<file path="src/srp_pkg.sv">
// Shared types and codes for the sensor record parser.
// No dependencies; imported by every module of the block.
package srp_pkg;

  localparam int unsigned QDepth = 3;
  localparam int unsigned QPtrW = 2;

  localparam logic [1:0] KIND_NAME = 2'd0;
  localparam logic [1:0] KIND_UNIT = 2'd1;
  localparam logic [1:0] KIND_REC  = 2'd2;

  localparam logic [1:0] ST_OK       = 2'd0;
  localparam logic [1:0] ST_TRUNC    = 2'd1;
  localparam logic [1:0] ST_TRAILING = 2'd2;

  typedef struct packed {
    logic [1:0]  kind;
    logic [7:0]  char_byte;
    logic [31:0] record_handle;
    logic [15:0] sensor_ident;
    logic [7:0]  name_length;
    logic [7:0]  unit_length;
    logic [63:0] upper_raw;
    logic [63:0] lower_raw;
    logic [1:0]  status;
  } res_t;

  typedef struct packed {
    logic [1:0] cnt;
    res_t       first;
    res_t       second;
  } parse_out_t;

  function automatic logic [QPtrW-1:0] ptr_inc(input logic [QPtrW-1:0] p);
    logic [QPtrW-1:0] r;
    if (p == QPtrW'(QDepth - 1)) r = '0;
    else r = p + QPtrW'(1);
    return r;
  endfunction

endpackage

</file>
<file path="src/srp_parse.sv">
// Record field parser: phase state, field accumulators and result forming.
// Depends on srp_pkg.
module srp_parse (
  input  logic               clk,
  input  logic               rst_n,
  input  logic               acc,
  input  logic [7:0]         in_byte,
  input  logic               frame_last,
  output srp_pkg::parse_out_t po
);
  import srp_pkg::*;

  localparam logic [3:0] PH_HANDLE  = 4'd0;
  localparam logic [3:0] PH_IDENT   = 4'd1;
  localparam logic [3:0] PH_NAMELEN = 4'd2;
  localparam logic [3:0] PH_NAME    = 4'd3;
  localparam logic [3:0] PH_UNITLEN = 4'd4;
  localparam logic [3:0] PH_UNIT    = 4'd5;
  localparam logic [3:0] PH_UPPER   = 4'd6;
  localparam logic [3:0] PH_LOWER   = 4'd7;
  localparam logic [3:0] PH_DONE    = 4'd8;

  logic [3:0]  phase_r, phase_nxt;
  logic [2:0]  bc_r, bc_nxt;
  logic [7:0]  left_r, left_nxt;
  logic [31:0] handle_r, handle_nxt;
  logic [15:0] ident_r, ident_nxt;
  logic [7:0]  nlen_r, nlen_nxt;
  logic [7:0]  ulen_r, ulen_nxt;
  logic [63:0] upper_r, upper_nxt;
  logic [63:0] lower_r, lower_nxt;
  logic        trail_r, trail_nxt;
  res_t        ch;
  res_t        rec;
  logic        is_char;

  always_comb begin
    phase_nxt  = phase_r;
    bc_nxt     = bc_r;
    left_nxt   = left_r;
    handle_nxt = handle_r;
    ident_nxt  = ident_r;
    nlen_nxt   = nlen_r;
    ulen_nxt   = ulen_r;
    upper_nxt  = upper_r;
    lower_nxt  = lower_r;
    trail_nxt  = trail_r;
    ch         = '0;
    rec        = '0;
    is_char    = 1'b0;
    po         = '0;
    if (acc) begin
      unique case (phase_r)
        PH_HANDLE: begin
          handle_nxt[{bc_r[1:0], 3'b000} +: 8] = handle_r[{bc_r[1:0], 3'b000} +: 8] | in_byte;
          if (bc_r == 3'd3) begin
            bc_nxt    = '0;
            phase_nxt = PH_IDENT;
          end else begin
            bc_nxt = bc_r + 3'd1;
          end
        end
        PH_IDENT: begin
          ident_nxt[{bc_r[0], 3'b000} +: 8] = ident_r[{bc_r[0], 3'b000} +: 8] | in_byte;
          if (bc_r == 3'd1) begin
            bc_nxt    = '0;
            phase_nxt = PH_NAMELEN;
          end else begin
            bc_nxt = bc_r + 3'd1;
          end
        end
        PH_NAMELEN: begin
          nlen_nxt  = in_byte;
          left_nxt  = in_byte;
          phase_nxt = (in_byte == 8'd0) ? PH_UNITLEN : PH_NAME;
        end
        PH_NAME, PH_UNIT: begin
          is_char      = 1'b1;
          ch.kind      = (phase_r == PH_NAME) ? KIND_NAME : KIND_UNIT;
          ch.char_byte = in_byte;
          left_nxt     = left_r - 8'd1;
          if (left_r == 8'd1) begin
            phase_nxt = (phase_r == PH_NAME) ? PH_UNITLEN : PH_UPPER;
          end
        end
        PH_UNITLEN: begin
          ulen_nxt  = in_byte;
          left_nxt  = in_byte;
          phase_nxt = (in_byte == 8'd0) ? PH_UPPER : PH_UNIT;
        end
        PH_UPPER: begin
          upper_nxt[{bc_r, 3'b000} +: 8] = upper_r[{bc_r, 3'b000} +: 8] | in_byte;
          if (bc_r == 3'd7) phase_nxt = PH_LOWER;
          bc_nxt = bc_r + 3'd1;
        end
        PH_LOWER: begin
          lower_nxt[{bc_r, 3'b000} +: 8] = lower_r[{bc_r, 3'b000} +: 8] | in_byte;
          if (bc_r == 3'd7) phase_nxt = PH_DONE;
          bc_nxt = bc_r + 3'd1;
        end
        default: begin
          trail_nxt = 1'b1;
        end
      endcase

      rec.kind          = KIND_REC;
      rec.record_handle = handle_nxt;
      rec.sensor_ident  = ident_nxt;
      rec.name_length   = nlen_nxt;
      rec.unit_length   = ulen_nxt;
      rec.upper_raw     = upper_nxt;
      rec.lower_raw     = lower_nxt;
      if (trail_nxt) rec.status = ST_TRAILING;
      else if (phase_nxt >= PH_DONE) rec.status = ST_OK;
      else rec.status = ST_TRUNC;

      if (is_char) begin
        po.first  = ch;
        po.second = rec;
        po.cnt    = frame_last ? 2'd2 : 2'd1;
      end else begin
        po.first = rec;
        po.cnt   = frame_last ? 2'd1 : 2'd0;
      end

      if (frame_last) begin
        phase_nxt  = PH_HANDLE;
        bc_nxt     = '0;
        left_nxt   = '0;
        handle_nxt = '0;
        ident_nxt  = '0;
        nlen_nxt   = '0;
        ulen_nxt   = '0;
        upper_nxt  = '0;
        lower_nxt  = '0;
        trail_nxt  = 1'b0;
      end
    end
  end

  always_ff @(posedge clk) begin
    if (!rst_n) begin
      phase_r  <= PH_HANDLE;
      bc_r     <= '0;
      left_r   <= '0;
      handle_r <= '0;
      ident_r  <= '0;
      nlen_r   <= '0;
      ulen_r   <= '0;
      upper_r  <= '0;
      lower_r  <= '0;
      trail_r  <= 1'b0;
    end else begin
      phase_r  <= phase_nxt;
      bc_r     <= bc_nxt;
      left_r   <= left_nxt;
      handle_r <= handle_nxt;
      ident_r  <= ident_nxt;
      nlen_r   <= nlen_nxt;
      ulen_r   <= ulen_nxt;
      upper_r  <= upper_nxt;
      lower_r  <= lower_nxt;
      trail_r  <= trail_nxt;
    end
  end

endmodule

</file>
<file path="src/srp_outq.sv">
// Three-entry result queue; takes up to two results per cycle, sends one.
// Depends on srp_pkg.
module srp_outq (
  input  logic                clk,
  input  logic                rst_n,
  input  srp_pkg::parse_out_t po,
  output logic                space,
  output logic                q_valid,
  input  logic                q_pop,
  output srp_pkg::res_t       q_head
);
  import srp_pkg::*;

  res_t             mem_r [QDepth];
  logic [QPtrW-1:0] wr_r, wr_nxt;
  logic [QPtrW-1:0] rd_r, rd_nxt;
  logic [1:0]       cnt_r, cnt_nxt;
  logic             pop;

  assign space   = (cnt_r <= 2'd1);
  assign q_valid = (cnt_r != 2'd0);
  assign q_head  = mem_r[rd_r];
  assign pop     = q_pop && q_valid;

  always_comb begin
    wr_nxt  = wr_r;
    rd_nxt  = rd_r;
    if (po.cnt == 2'd1) wr_nxt = ptr_inc(wr_r);
    else if (po.cnt == 2'd2) wr_nxt = ptr_inc(ptr_inc(wr_r));
    if (pop) rd_nxt = ptr_inc(rd_r);
    cnt_nxt = cnt_r + po.cnt - {1'b0, pop};
  end

  always_ff @(posedge clk) begin
    if (po.cnt != 2'd0) mem_r[wr_r] <= po.first;
    if (po.cnt == 2'd2) mem_r[ptr_inc(wr_r)] <= po.second;
  end

  always_ff @(posedge clk) begin
    if (!rst_n) begin
      wr_r  <= '0;
      rd_r  <= '0;
      cnt_r <= '0;
    end else begin
      wr_r  <= wr_nxt;
      rd_r  <= rd_nxt;
      cnt_r <= cnt_nxt;
    end
  end

endmodule

</file>
<file path="src/sensor_record_parser.sv">
// Sensor descriptor record parser, top level.
// Depends on srp_pkg, srp_parse and srp_outq.
//
// Input stream: one frame byte per beat on in_tdata, in_tlast on the frame's
// final byte. Output stream: one result per beat; out_tuser gives the kind
// (name char, unit char, finished record) and out_tlast marks the record beat.
// A name or unit byte yields a character beat; the final byte also yields a
// record beat carrying handle, id, lengths, raw limit words and status.
// A byte's results are in the result queue the cycle after its beat is
// taken. Throughput: one byte per cycle while each byte gives at most one
// result and the receiver keeps up; a byte that is both a string character
// and the last byte gives two results, then in_tready drops. The three-entry
// queue sets this rate: in_tready is high while at most one result is queued.
// When the receiver stalls the queue fills and in_tready drops; nothing is
// lost. Reset clears the parser state and empties the queue; the block takes
// bytes from the first cycle after reset. Parser state returns to its reset
// values after every frame.
module sensor_record_parser (
  input  logic         clk,
  input  logic         rst_n,
  input  logic         in_tvalid,
  output logic         in_tready,
  input  logic [7:0]   in_tdata,   // [7:0] in_byte
  input  logic         in_tlast,
  output logic         out_tvalid,
  input  logic         out_tready,
  output logic [207:0] out_tdata,  // char_byte, record_handle, sensor_ident,
                                   // name_length, unit_length, upper_raw,
                                   // lower_raw, status, zero pad
  output logic [1:0]   out_tuser,  // [1:0] kind
  output logic         out_tlast
);
  import srp_pkg::*;

  parse_out_t po;
  res_t       head;
  logic       space;
  logic       in_acc;

  assign in_tready = space;
  assign in_acc    = in_tvalid && space;

  srp_parse u_parse (
    .clk        (clk),
    .rst_n      (rst_n),
    .acc        (in_acc),
    .in_byte    (in_tdata),
    .frame_last (in_tlast),
    .po         (po)
  );

  srp_outq u_outq (
    .clk     (clk),
    .rst_n   (rst_n),
    .po      (po),
    .space   (space),
    .q_valid (out_tvalid),
    .q_pop   (out_tready),
    .q_head  (head)
  );

  assign out_tuser = head.kind;
  assign out_tlast = (head.kind == KIND_REC);
  assign out_tdata = {6'b0, head.status, head.lower_raw, head.upper_raw,
                      head.unit_length, head.name_length, head.sensor_ident,
                      head.record_handle, head.char_byte};

  a_last_gives_result: assert property (@(posedge clk) disable iff (!rst_n)
    (in_tvalid && in_tready && in_tlast) |=> out_tvalid)
    else $error("frame end produced no result");

  a_stall_needs_data: assert property (@(posedge clk) disable iff (!rst_n)
    !in_tready |-> out_tvalid)
    else $error("input stalled with empty queue");

  a_kind_legal: assert property (@(posedge clk) disable iff (!rst_n)
    out_tvalid |-> (out_tuser == KIND_NAME || out_tuser == KIND_UNIT ||
                    out_tuser == KIND_REC))
    else $error("illegal result kind");

endmodule
</file>
<file path="config.mk">
export PLATFORM = sky130hd
export DESIGN_NAME = sensor_record_parser
export DESIGN_NICKNAME = d
export VERILOG_FILES = /design/src/srp_pkg.sv /design/src/srp_parse.sv /design/src/srp_outq.sv /design/src/sensor_record_parser.sv
export SDC_FILE = /design/constraint.sdc
export NUM_CORES = 2
export LEC_CHECK = 0
export ABC_AREA = 0
export ABC_CLOCK_PERIOD_IN_PS = 16000
export BUFFER_PORTS_ARGS = -buffer_cell sky130_fd_sc_hd__buf_2
export CAP_MARGIN = 30
export CORE_AREA = 10 10 341 343
export CTS_BUF_LIST = sky130_fd_sc_hd__clkbuf_4 sky130_fd_sc_hd__clkbuf_8 sky130_fd_sc_hd__clkbuf_16
export CTS_CLUSTER_SIZE = 30
export DETAILED_ROUTE_END_ITERATION = 7
export DIE_AREA = 0 0 351 353
export GPL_TIMING_DRIVEN = 0
export PLACE_DENSITY = 0.57
export SYNTH_ARGS = -nofsm -noshare
export SYNTH_HDL_FRONTEND = slang
export SYNTH_SLANG_ARGS = --single-unit
export TNS_END_PERCENT = 10
</file>
<file path="constraint.sdc">
create_clock -name clk -period 16 [get_ports clk]
set_input_delay 4.8 -clock clk [delete_from_list [all_inputs] [get_ports clk]]
set_output_delay 4.8 -clock clk [all_outputs]
set_load 0.01 [all_outputs]
</file>
==> impl_results.html <==
<table>
<tr><th>Metric</th><th>Value</th></tr>
<tr><th colspan="2">Pwr</th></tr>
<tr><td>Power per cell area</td><td>126 nW/um2</td></tr>
<tr><td>Total power draw</td><td>0.00560 W</td></tr>
<tr><td>Internal Dissipation</td><td>0.00394 W</td></tr>
<tr><td>Switching share of power</td><td>29.7%</td></tr>
<tr><td>Part of the power in registers</td><td>43.5%</td></tr>
<tr><td>Peak ir drop on the vdd network</td><td>0.0753 mV</td></tr>
<tr><td>Power share of the combinational group</td><td>19.1%</td></tr>
<tr><td>Net switching component of the power</td><td>0.00166 W</td></tr>
<tr><td>Leakage power total</td><td>13.8 nW</td></tr>
<tr><td>Clk network pwr share</td><td>37.4%</td></tr>
<tr><th colspan="2">Logic synthesis</th></tr>
<tr><td>Synth warnings</td><td>0</td></tr>
<tr><td>Flops &amp; latches, synth</td><td>828</td></tr>
<tr><td>Fraction of the yosys area taken by sequential cells</td><td>58.9%</td></tr>
<tr><td>Syn Std Cell Area</td><td>38,100 um2</td></tr>
<tr><td>Count of flip-flops with a built-in enable after synthesis</td><td>585</td></tr>
<tr><td>Async SR Flop Fraction</td><td>0%</td></tr>
<tr><td>Yosys cell types</td><td>80</td></tr>
<tr><td>Dominant register cell in the synthesized netlist</td><td>sky130_fd_sc_hd__edfxtp_1</td></tr>
<tr><td>Mean post-synth cell area</td><td>11.2 um2</td></tr>
<tr><td>Number of instances in the synthesized netlist</td><td>3,394</td></tr>
<tr><th colspan="2">Worst setup path</th></tr>
<tr><td>Reg-to-Reg End</td><td>u_outq.mem_r[1][184]</td></tr>
<tr><td>Cells along the critical path</td><td>clkbuf_1 &gt; buf_8 &gt; clkbuf_1 &gt; clkbuf_1 &gt; buf_8 &gt; buf_1 &gt; nand2_1 &gt; o21ai_0 &gt; buf_2</td></tr>
<tr><td>Buffer and inverter count on the worst path</td><td>7</td></tr>
<tr><td>Arrival time of data at the critical path endpoint</td><td>3.88 ns</td></tr>
<tr><td>Start of the worst register-to-register path</td><td>u_parse.phase_r[2]</td></tr>
<tr><td>Length in cells of the worst reg-to-reg path</td><td>16</td></tr>
<tr><td>Worst path required time</td><td>11.20 ns</td></tr>
<tr><td>Worst setup slack for register-to-register paths</td><td>11.18 ns</td></tr>
<tr><td>Cell mode on critical path</td><td>sky130_fd_sc_hd__clkbuf_1</td></tr>
<tr><td>Type of destination of the critical path</td><td>output port</td></tr>
<tr><td>Max stage delay cell, worst path</td><td>sky130_fd_sc_hd__clkbuf_1</td></tr>
<tr><td>Crit path largest cell delay</td><td>0.56 ns</td></tr>
<tr><td>Launching element type of the critical path</td><td>flop</td></tr>
<tr><td>Critical setup path kind</td><td>flop to output port</td></tr>
<tr><td>Crit Path Max Fanout</td><td>10</td></tr>
<tr><td>Cell type group with the largest total delay on the critical path</td><td>buffers and inverters</td></tr>
<tr><th colspan="2">Finish</th></tr>
<tr><td>Number of cells in the finished layout apart from fillers</td><td>5,241</td></tr>
<tr><td>Share of final-layout standard cells stronger than drive strength 1</td><td>14.8%</td></tr>
<tr><td># nets final</td><td>3,767</td></tr>
<tr><td>Synthesis-to-finish area growth</td><td>16.5%</td></tr>
<tr><th colspan="2">Hold path</th></tr>
<tr><td>Terminating pin of the worst hold path</td><td>u_outq.mem_r[0][202]</td></tr>
<tr><td>Hold path startpoint</td><td>u_outq.mem_r[0][202]</td></tr>
<tr><td>Hold/Removal Path Class</td><td>flop to flop</td></tr>
<tr><td>Cell count of the worst hold path</td><td>2</td></tr>
<tr><th colspan="2">Timing</th></tr>
<tr><td>Worst setup margin</td><td>7.32 ns</td></tr>
<tr><td>Final worst clock skew</td><td>0.0373 ns</td></tr>
<tr><td>Peak Freq</td><td>115 MHz</td></tr>
<tr><td>Worst hold-check slack</td><td>0.463 ns</td></tr>
<tr><td># setup viols final</td><td>0</td></tr>
<tr><td>RSZ-0062 raised after global routing</td><td>false</td></tr>
<tr><td>Slew margin rel.</td><td>24.9%</td></tr>
<tr><td>Final sum of negative setup slack</td><td>0 ns</td></tr>
<tr><td>Fin crit share</td><td>54.2%</td></tr>
<tr><td>Actual slew at the worst max-slew pin</td><td>1.12 ns</td></tr>
<tr><td>Clock period minus final worst setup slack</td><td>8.68 ns</td></tr>
<tr><td>Max Slew Vio Count</td><td>0</td></tr>
<tr><td>Hold Fails Final Rpt</td><td>0</td></tr>
<tr><th colspan="2">Clock tree</th></tr>
<tr><td>Clk_lat worst skew</td><td>0.68 ns</td></tr>
<tr><td>CTS tree</td><td>yes</td></tr>
<tr><td>CTS Hold Buffers Added</td><td>0</td></tr>
<tr><td>Number of buffers added for setup after CTS</td><td>0</td></tr>
<tr><td>CTS clock-pin slew for the worst setup and hold paths</td><td>0.06 ns</td></tr>
<tr><td>CTS Root Cell</td><td>sky130_fd_sc_hd__clkbuf_16</td></tr>
<tr><td>Total clock buffers created by CTS</td><td>90</td></tr>
<tr><td>Number of gates given a new drive strength after cts</td><td>0</td></tr>
<tr><td>Max Buffers Root-to-Sink</td><td>3</td></tr>
<tr><td>H-tree Lvls</td><td>3</td></tr>
<tr><td>Clock sink count</td><td>828</td></tr>
<tr><th colspan="2">Floorplanning</th></tr>
<tr><td>Site row count</td><td>122</td></tr>
<tr><td>Vertical extent of the die</td><td>353 um</td></tr>
<tr><td>Starting density of the core</td><td>34.7%</td></tr>
<tr><td>Die area</td><td>124,000 um2</td></tr>
<tr><td>Width of the die</td><td>351 um</td></tr>
<tr><td>Core area</td><td>110,000 um2</td></tr>
<tr><td>I/O pin cnt</td><td>226</td></tr>
<tr><th colspan="2">Detailed routing</th></tr>
<tr><td>Detailed Route Iter0 Violations</td><td>3,816</td></tr>
<tr><td>Total length of routed wires</td><td>140,000 um</td></tr>
<tr><td>Post-route antenna net violation count</td><td>0</td></tr>
<tr><td>Count of TritonRoute iterations in the first routing pass</td><td>6</td></tr>
<tr><td>Wirelength per Cell</td><td>26.8 um</td></tr>
<tr><td>Via-per-instance ratio</td><td>5.89</td></tr>
<tr><td>Number of design rule violations left after detail routing</td><td>0</td></tr>
<tr><td>Total vias in the final route</td><td>30.9k</td></tr>
<tr><th colspan="2">Global route</th></tr>
<tr><td>Global-route wire length before repair</td><td>202,000 um</td></tr>
<tr><td>Remaining global-route overflow</td><td>0</td></tr>
<tr><td>Largest net degree at the start of global routing</td><td>75</td></tr>
<tr><td>Number of antenna violations at the first check in global routing</td><td>12</td></tr>
<tr><td>Via count of the first global-routing pass</td><td>29.4k</td></tr>
<tr><td>Total Routing Usage GR</td><td>21.8%</td></tr>
<tr><th colspan="2">Placed design</th></tr>
<tr><td>Placed cell count</td><td>5,070</td></tr>
<tr><td>HPWL after detailed placement</td><td>98,400 um</td></tr>
<tr><td>Final weighted congestion of routability-driven global placement</td><td>0.949</td></tr>
<tr><td>Pre-CTS setup slack</td><td>6.98 ns</td></tr>
<tr><td>Port-buffer cells</td><td>217</td></tr>
<tr><th colspan="2">Job</th></tr>
<tr><td>MaxCap Viol Count</td><td>0</td></tr>
<tr><th colspan="2">Outcome</th></tr>
<tr><td>Result of the run</td><td>finished clean</td></tr>
</table>
[per-layer routing]
metal | up-vias | global-route usage [%] | routed length [um]
met5 | - | 0 | 66
met2 | 1667 | 34.4 | 64500
li1 | 13633 | - | -
met3 | 297 | 4.68 | 13900
met1 | 15243 | 28.7 | 56300
met4 | 10 | 8.94 | 5760
[stage by stage]
step	util [%]	instance area, um2
final	40.4	44400
after global routing	40.4	44300
after detailed placement	37.7	41400
after floorplan	-	38100
after global placement	37.3	41000
after CTS	40.4	44300
[worst max path at each step]
| stage | slack, ns | depth (start not counted) | end |
|---|---|---|---|
| after CTS | 7.12 | 6 | out_tdata[161] |
| after global routing | 7.12 | 9 | out_tdata[135] |
| after floorplan | 5.47 | 8 | u_outq.mem_r[1][0] |
| final | 7.32 | 9 | out_tdata[135] |
| after detailed placement | 6.98 | 13 | u_outq.mem_r[1][184] |
| after global placement | 1.62 | 9 | u_outq.mem_r[1][34] |
[cell usage after synthesis, drive strengths merged, types with 3 or more instances]
master,n,area share [%]
a31oi,3,0.049
dfxtp,243,13
o22ai,241,4.0
nand4,6,0.099
ha,16,0.53
nor4,21,0.58
buf,130,1.8
mux2i,288,7.6
a31o,13,0.30
nor2,287,2.8
a22o,24,0.55
xnor2,4,0.092
o211ai,64,1.5
inv,42,0.41
a21oi,90,1.2
mux4,8,0.53
and2,4,0.066
nor3,21,0.33
nand2,337,3.4
nor4b,3,0.069
nor2b,6,0.099
a311oi,4,0.092
and3,6,0.099
edfxtp,585,46
a211oi,103,2.1
or4,4,0.079
o2bb2ai,129,3.0
or2,12,0.20
a22oi,97,1.9
nand3,16,0.21
o21ai,336,4.4
o31ai,4,0.079
or3b,5,0.11
nand2b,15,0.25
clkbuf,187,1.8
[flip-flops by register name (all words and copies together) (netlist names), 4 cells and up, named ones only]
name / flops
u_parse.ulen_r: 8
u_parse.phase_r: 4
u_parse.ident_r: 16
u_parse.upper_r: 64
u_parse.lower_r: 64
u_parse.handle_r: 32
u_parse.left_r: 8
u_outq.mem_r: 612
u_parse.nlen_r: 8
[cells by family after synthesis]
| kind of cell | Yosys count | synth area share (%) |
|---|---|---|
| muxes | 297 | 8.13 |
| and+or+nand+nor | 761 | 8.84 |
| buffers and inverters | 361 | 4.04 |
| adders and majority gates | 16 | 0.526 |
| DFF | 828 | 58.9 |
| AOI/OAI and AO/OA | 1125 | 19.5 |
| other | 1 | 0.00985 |
| xor gates and xnor gates | 5 | 0.115 |
[worst register-to-register path: stages (launching register included)]
cell                       delay [ns]
sky130_fd_sc_hd__dfxtp_1         0.34
sky130_fd_sc_hd__buf_2           0.22
sky130_fd_sc_hd__xor2_1          0.24
sky130_fd_sc_hd__buf_2           0.29
sky130_fd_sc_hd__nand2_1         0.18
sky130_fd_sc_hd__inv_1           0.26
sky130_fd_sc_hd__ha_1            0.28
sky130_fd_sc_hd__nand2_1         0.12
sky130_fd_sc_hd__ha_1            0.23
sky130_fd_sc_hd__or3b_1          0.12
sky130_fd_sc_hd__buf_2           0.21
sky130_fd_sc_hd__a211oi_2        0.10
sky130_fd_sc_hd__nor2_2          0.78
sky130_fd_sc_hd__clkbuf_1        0.42
sky130_fd_sc_hd__buf_8           0.22
sky130_fd_sc_hd__clkbuf_1        0.45
sky130_fd_sc_hd__nor2_1          0.08
[final cells by class]
class                           count  area, um2
Antenna cell                        3       7.51
Buffer                            317       1370
Clock buffer                      129       2610
Clock inverter                     37        318
Fill cell                       10606      65400
Inverter                           44        188
Multi-Input combinational cell   2210      14100
Sequential cell                   828      22400
Tap cell                         1426       1780
Timing Repair Buffer              247       1490
[cells in the final DEF, fill, tap and decap left out, types with 8 or more instances in the layout]
master                      instances
sky130_fd_sc_hd__dfxtp_1          243
sky130_fd_sc_hd__inv_1             39
sky130_fd_sc_hd__clkbuf_8           8
sky130_fd_sc_hd__o21ai_1           41
sky130_fd_sc_hd__buf_4             15
sky130_fd_sc_hd__a31o_2            13
sky130_fd_sc_hd__buf_1             31
sky130_fd_sc_hd__a21oi_1           90
sky130_fd_sc_hd__clkbuf_4          31
sky130_fd_sc_hd__o211ai_1          58
sky130_fd_sc_hd__nor2_1           285
sky130_fd_sc_hd__clkinv_1          15
sky130_fd_sc_hd__or2_2             12
sky130_fd_sc_hd__mux2i_1          288
sky130_fd_sc_hd__clkbuf_1         187
sky130_fd_sc_hd__buf_2            309
sky130_fd_sc_hd__ha_1              16
sky130_fd_sc_hd__edfxtp_1         585
sky130_fd_sc_hd__nand2_1          334
sky130_fd_sc_hd__buf_8              8
sky130_fd_sc_hd__nor3_1            17
sky130_fd_sc_hd__a22o_1            24
sky130_fd_sc_hd__nand3_1           16
sky130_fd_sc_hd__o21ai_0          295
sky130_fd_sc_hd__clkinv_2          12
sky130_fd_sc_hd__nor4_1            12
sky130_fd_sc_hd__nand2b_1          15
sky130_fd_sc_hd__o22ai_1          241
sky130_fd_sc_hd__o2bb2ai_1        129
sky130_fd_sc_hd__a211oi_1         100
sky130_fd_sc_hd__clkbuf_16         91
sky130_fd_sc_hd__a22oi_1           97
[power by group through the flow]
stage               Sequential [W]  Clock (W)  Combinational [W]
finish                     0.00243    0.00210            0.00107
global route               0.00244    0.00219            0.00114
CTS                        0.00243    0.00211            0.00108
detailed placement         0.00248          0            0.00107
global placement           0.00252          0            0.00105
floorplan                  0.00249          0           0.000576
No activity file was read; power rests on OpenSTA's default activity.
